`src/mqta_pkg.sv`:
```
`timescale 1ns / 1ps
// ----------------------------------------------------------------------------
// Multi-queue timestamp aligner package
// Shared field widths, command and status codes and the request and result structs.
// ----------------------------------------------------------------------------
package mqta_pkg;

  localparam int STAMP_W = 48;
  localparam int TAG_W   = 16;
  localparam int TOL_W   = 32;
  localparam int ENTRY_W = STAMP_W + TAG_W;

  localparam logic [TOL_W-1:0] TOL_RESET = 32'd40000;

  localparam logic CMD_PUSH = 1'b0;
  localparam logic CMD_SYNC = 1'b1;

  localparam logic [1:0] ST_PUSH_OK   = 2'd0;
  localparam logic [1:0] ST_PUSH_FULL = 2'd1;
  localparam logic [1:0] ST_SYNC_ITEM = 2'd2;
  localparam logic [1:0] ST_SYNC_FAIL = 2'd3;

  typedef struct packed {
    logic               command;
    logic [1:0]         camera;
    logic [STAMP_W-1:0] stamp;
    logic [TAG_W-1:0]   tag;
  } in_item_t;

  typedef struct packed {
    logic [1:0]         status;
    logic [1:0]         source_camera;
    logic [STAMP_W-1:0] entry_stamp;
    logic [TAG_W-1:0]   entry_tag;
    logic [STAMP_W-1:0] sync_stamp;
    logic               last;
  } out_item_t;

endpackage

```
`src/mqta_store.sv`:
```
`timescale 1ns / 1ps
// ----------------------------------------------------------------------------
// Queue entry store
// Single write, single read memory holding every camera queue's entries.
// ----------------------------------------------------------------------------
module mqta_store #(
  parameter int DEPTH  = 64,
  parameter int ADDR_W = 6
) (
  input  logic                        clk,
  input  logic                        we,
  input  logic [ADDR_W-1:0]           waddr,
  input  logic [mqta_pkg::ENTRY_W-1:0] wdata,
  input  logic [ADDR_W-1:0]           raddr,
  output logic [mqta_pkg::ENTRY_W-1:0] rdata
);

  logic [mqta_pkg::ENTRY_W-1:0] mem [DEPTH];

  always_ff @(posedge clk) begin
    if (we) begin
      mem[waddr] <= wdata;
    end
    rdata <= mem[raddr];
  end

endmodule

```
`config.mk`:
```
export PLATFORM = sky130hd
export DESIGN_NAME = mqta_store
export DESIGN_NICKNAME = d
export VERILOG_FILES = /design/src/mqta_pkg.sv /design/src/mqta_store.sv
export SDC_FILE = /design/constraint.sdc
export NUM_CORES = 2
export LEC_CHECK = 0
export BUFFER_PORTS_ARGS = -buffer_cell sky130_fd_sc_hd__clkbuf_2
export CORE_ASPECT_RATIO = 2
export CORE_MARGIN = 1.5
export CORE_UTILIZATION = 57
export DETAILED_ROUTE_END_ITERATION = 16
export PLACE_DENSITY_LB_ADDON = 0.3
export SKIP_CTS_REPAIR_TIMING = 1
export SLEW_MARGIN = 20
export SYNTH_ARGS = -nofsm -noshare
export SYNTH_HDL_FRONTEND = slang
export SYNTH_SLANG_ARGS = --single-unit
```
`constraint.sdc`:
```
create_clock -name clk -period 5.75 [get_ports clk]
set_clock_uncertainty 0.15 [all_clocks]
set_input_delay 0.2875 -clock clk [delete_from_list [all_inputs] [get_ports clk]]
set_output_delay 0.2875 -clock clk [all_outputs]
set_load 0.1 [all_outputs]
```
# Word level (Yosys, flattened, before mapping)
# Memories as Yosys holds them, arrays and structs flattened. A register that Yosys moved wholly into a read port is not among the register bits.
# Cells that the tools add are included.
# word_totals
register_bits,0
ramBits,4096
input_bits,78
out_inout_bits,64
word_cells,3
n_memories,1
# memory_table
name,depth,width,read_ports,rd_clocked_by_memory_dff,write_ports,line_no,source
mem,64,64,1,1,1,mqta_store.sv:18,logic [mqta_pkg::ENTRY_W-1:0] mem [DEPTH];
# op_classes
muxes,2
# op_table
cell,n
$mux 1,2

# Longest topological paths before layout
# logic_depth
depth_word,2
ltp_mapped,9
mapped_depth_nobuf,5

# Worst setup path before layout
# Ideal clock, no wire load.
# synth_path
path_kind,in2reg
startpoint,input waddr[3]
endpoint,memory mem[48][0] (netlist bit) (enable)
setup_time_ps,564
t_arrival_ps,5159
required_ps,5036
setup_slack_ps,-123
cell_stages,4
n_path_buf,1
path_cell_list,clkbuf_1 > nor2b_1 > nand4b_1 > nor3_1
# synth_lines
element,line_no,source
from (decl),mqta_store.sv:12,"input logic [ADDR_W-1:0] waddr,"
to (decl),mqta_store.sv:18,
# No word-level cell before the write port.

# Worst setup path after layout
# layout_path
startpoint,input waddr[2]
endpoint,memory mem[13][8] (netlist bit) (enable)
# No word-level cell before the write port.

==> run summary <==
In the routed design, unresolved DRC markers number 0. Walking the worst path, the cells encountered are clkbuf_2 > nor2b_1 > nand3_1 > nor2_4 > buf_12. The synthesized netlist net count is 6676, and the mean routed wirelength per cell is 39.5 µm. The setup total negative slack came out at 0 ps.

The clock passes through at most 4 buffers. Setup violations remaining at the end of the flow were counted as 0. For this run, the slowest stage of the critical path takes 1090 ps. Compared with the post-synthesis result, the final layout area differs by 11.6%. CTS built an H-tree with a depth of 5. Via count of the first global-routing pass: 77.4k. The total via count after detailed routing is 75.7k, and the core outline area is 0.273 mm². Sequential share of the synthesized area: 0.795. Largest area contributor in the netlist: edfxtp_1. The run gives 427000 µm as the final wirelength.

STA classifies the critical path endpoint as a flip-flop. The total net switching power was 13100 µW; the number of antenna violations at the first check in global routing was 26. The core occupancy in the finished layout was 0.640; the final-report hold violation count was 201.

For this run, the number of Yosys warnings is 0. Data on the critical path is required at its endpoint by 6110 ps. Fraction of power consumed by combinational cells: 0.055.

The count of unique library cells instantiated by Yosys was 33. Final-report max-slew violation count: 0. The run finished, with violations left. The detail route stage leaves a number of antenna-violating nets equal to 0. The die outline area is 0.278 mm², and the part of the power in the clock network is 0.389.

Ranked by total cell area, the synthesized netlist is headed by edfxtp_1 (79%), mux4_2 (15%), mux2i_1 (0.86%). Dividing the detail-routed via count by the number of cells gives 7.01. At the end of routability-driven placement, the weighted congestion stood at 0.833. The standard-cell row count was 271.

The switching power as a share of total power came out at 0.215. The mean instance size in the synthesized netlist is 23.7 µm², and the maximum VDD drop is 0.225 mV. The first global-routing pass estimated 595000 µm of wire. The final reports fail on hold timing. The tree is rooted in a clkbuf_16. Total power for the finished layout comes to 60700 µW.

Of all nets on the critical path, the largest fanout is 43. The run gives 0.555 as the sequential group share of total power. Timing would allow up to 0.361 GHz. The tools report the internal portion of total power as 47700 µW. The run gives 0.310 as the total global routing track utilization.

The worst-case hold slack is -28.3 ps, and the number of buffers inserted by port buffering is 141. The number of flip-flops and latches in the synthesized netlist was 4160; the max-cap check violation count was 0. The synthesized instance count was 6598; the ratio of total power to cell area was 348 mW/mm².

The multi-input combinational cells in the finished layout cover a total of 0.0308 mm². In this run the register-to-register setup slack is 3330 ps. At the pin with the least slew margin, the transition time is 1210 ps. In this run the horizontal extent of the chip is 373 µm. After clock tree synthesis, the clock-pin slew on the worst setup and hold paths is 70 ps. Die span in y: 744 µm. TritonCTS built the clock tree.

The setup path with the least slack is of type input pin to flip-flop. The total I/O pin count was 142; the share of the clock period used by the worst path after layout was 0.481. The relative slew slack was 0.196.

The portion of synthesized cell area occupied by the leading cell type is 0.787. After the first detailed-routing iteration, the DRC count stood at 10.4k. The summed instance area of the synthesized netlist was 0.156 mm²; the final layout net count was 7062. The fraction of layout cells with a size suffix above 1 is 0.277, and the data arrival time of the critical path is 3120 ps.

Clock latency on the worst-skew pair, taken at its later pin, is 910 ps. Leaving out fill and tap cells, the most frequent cells in the layout are edfxtp_1 (4096), mux4_2 (1024), clkbuf_16 (343). For the leakage power figure, the log shows 0.0542 µW.

Counting the fill cells in the layout gives 17.3k. For the initial standard-cell utilization of the core, the log shows 0.574. Leaving out fill and tap cells, the most frequent cell in the layout is edfxtp_1. Entering global routing, the biggest net connects 102 pins. Buffers inserted during clock tree synthesis total 335. STA classifies the critical path startpoint as an input pin.

The total half-perimeter wirelength after legalization and detailed placement was 238000 µm. The min-delay analysis places its worst path in the category input pin to flip-flop. Standard cell with the maximum stage delay on the critical path: nor2_4. For this design, the sink count on the clock tree is 4160. The pre-antenna-repair detailed-routing pass consisted of 6 iterations. After global routing the overflow that remains totals 0. Setup repair after global routing left no endpoint under its margin. The clock period could shrink to 2770 ps. The footprint of the flip-flops and latches was 0.124 mm².
-- final cells by class --
class	count	share of cell area
sequential	4160	0.712
inverter	19	0.000409
tap	3549	0.0254
antenna	12	0.000172
clock inverter	183	0.0121
multi-input combinational	2049	0.176
clock buffer	417	0.0515
timing repair buffer	419	0.0221
-- state kept, by name, indices dropped and copies added, names as in the netlist --
| signal | count |
|---|---|
| mem | 4096 |
| rdata | 64 |
-- layer usage --
| layer | wire length [µm] | up-vias | GRT usage | part of all wire |
|---|---|---|---|---|
| met4 | 25800 | 6 | 0.159 | 0.060 |
| met1 | 136000 | 40500 | 0.372 | 0.32 |
| met5 | 36 | - | 0 | 0.000084 |
| li1 | - | 29100 | - | - |
| met2 | 224000 | 5001 | 0.543 | 0.52 |
| met3 | 41200 | 1130 | 0.0523 | 0.096 |
-- critical path, delay by kind of cell --
family	cells	cell delay, ps
AND/OR/NAND/NOR	3	1980
buffers and inverters	2	740
-- Yosys cell counts --
| master | n |
|---|---|
| nand3_1 | 45 |
| a22oi_1 | 168 |
| nor2_1 | 112 |
| a2bb2oi_1 | 19 |
| nor3_1 | 2 |
| edfxtp_1 | 4096 |
| nand2b_1 | 11 |
| buf_2 | 170 |
| a211oi_1 | 63 |
| nor2b_1 | 28 |
| nand3b_1 | 2 |
| buf_1 | 20 |
| nand4_1 | 2 |
| o221ai_1 | 38 |
| buf_6 | 6 |
| nand2_1 | 58 |
| a31o_1 | 1 |
| or3_1 | 29 |
| mux2i_1 | 135 |
| a41oi_1 | 26 |
| o22ai_1 | 83 |
| and3_1 | 64 |
| dfxtp_1 | 64 |
| nand4b_1 | 1 |
| inv_1 | 19 |
| or3b_2 | 1 |
| a22o_1 | 88 |
| and2_1 | 3 |
| clkbuf_1 | 140 |
| mux4_2 | 1024 |
| buf_4 | 34 |
| or2_2 | 28 |
| a31oi_1 | 18 |
-- cells by family after synthesis --
logic type,after synthesis,synth area share
AND/OR/NAND/NOR,386,0.0124
flip-flops,4160,0.795
AO/OA/AOI/OAI,504,0.0248
buffers and inverters,389,0.0118
multiplexers,1159,0.156
-- power by group through the flow --
stage | clock (µW) | sequential (µW) | combinational [µW]
6_report | 23600 | 33700 | 3370
3_5_place_dp | 0 | 34400 | 3330
3_3_place_gp | 0 | 34400 | 3260
2_1_floorplan | 0 | 34800 | 1560
4_1_cts | 23800 | 33800 | 3350
5_1_grt | 24800 | 33700 | 3500
-- final timing paths --
check / depth (start not counted) / start / endpoint
max: 5 / waddr[2] / mem[13][8]
min: 1 / wdata[22] / mem[54][22]
max reg2reg: 5 / mem[47][43] / rdata[43]
min reg2reg: 4 / mem[43][42] / rdata[42]
-- metrics by stage --
stage	hold WS (ps)	area, µm²	worst slack, ps	cells
after floorplan	236	156000	1280	6598
after global placement	673	163000	2150	10200
after detailed placement	697	163000	2100	10200
after CTS	-202	174000	3080	10800
after global routing	4.56	175000	2960	10800
final	-28.3	175000	2980	10800
No activity file was read; power rests on OpenSTA's default activity.
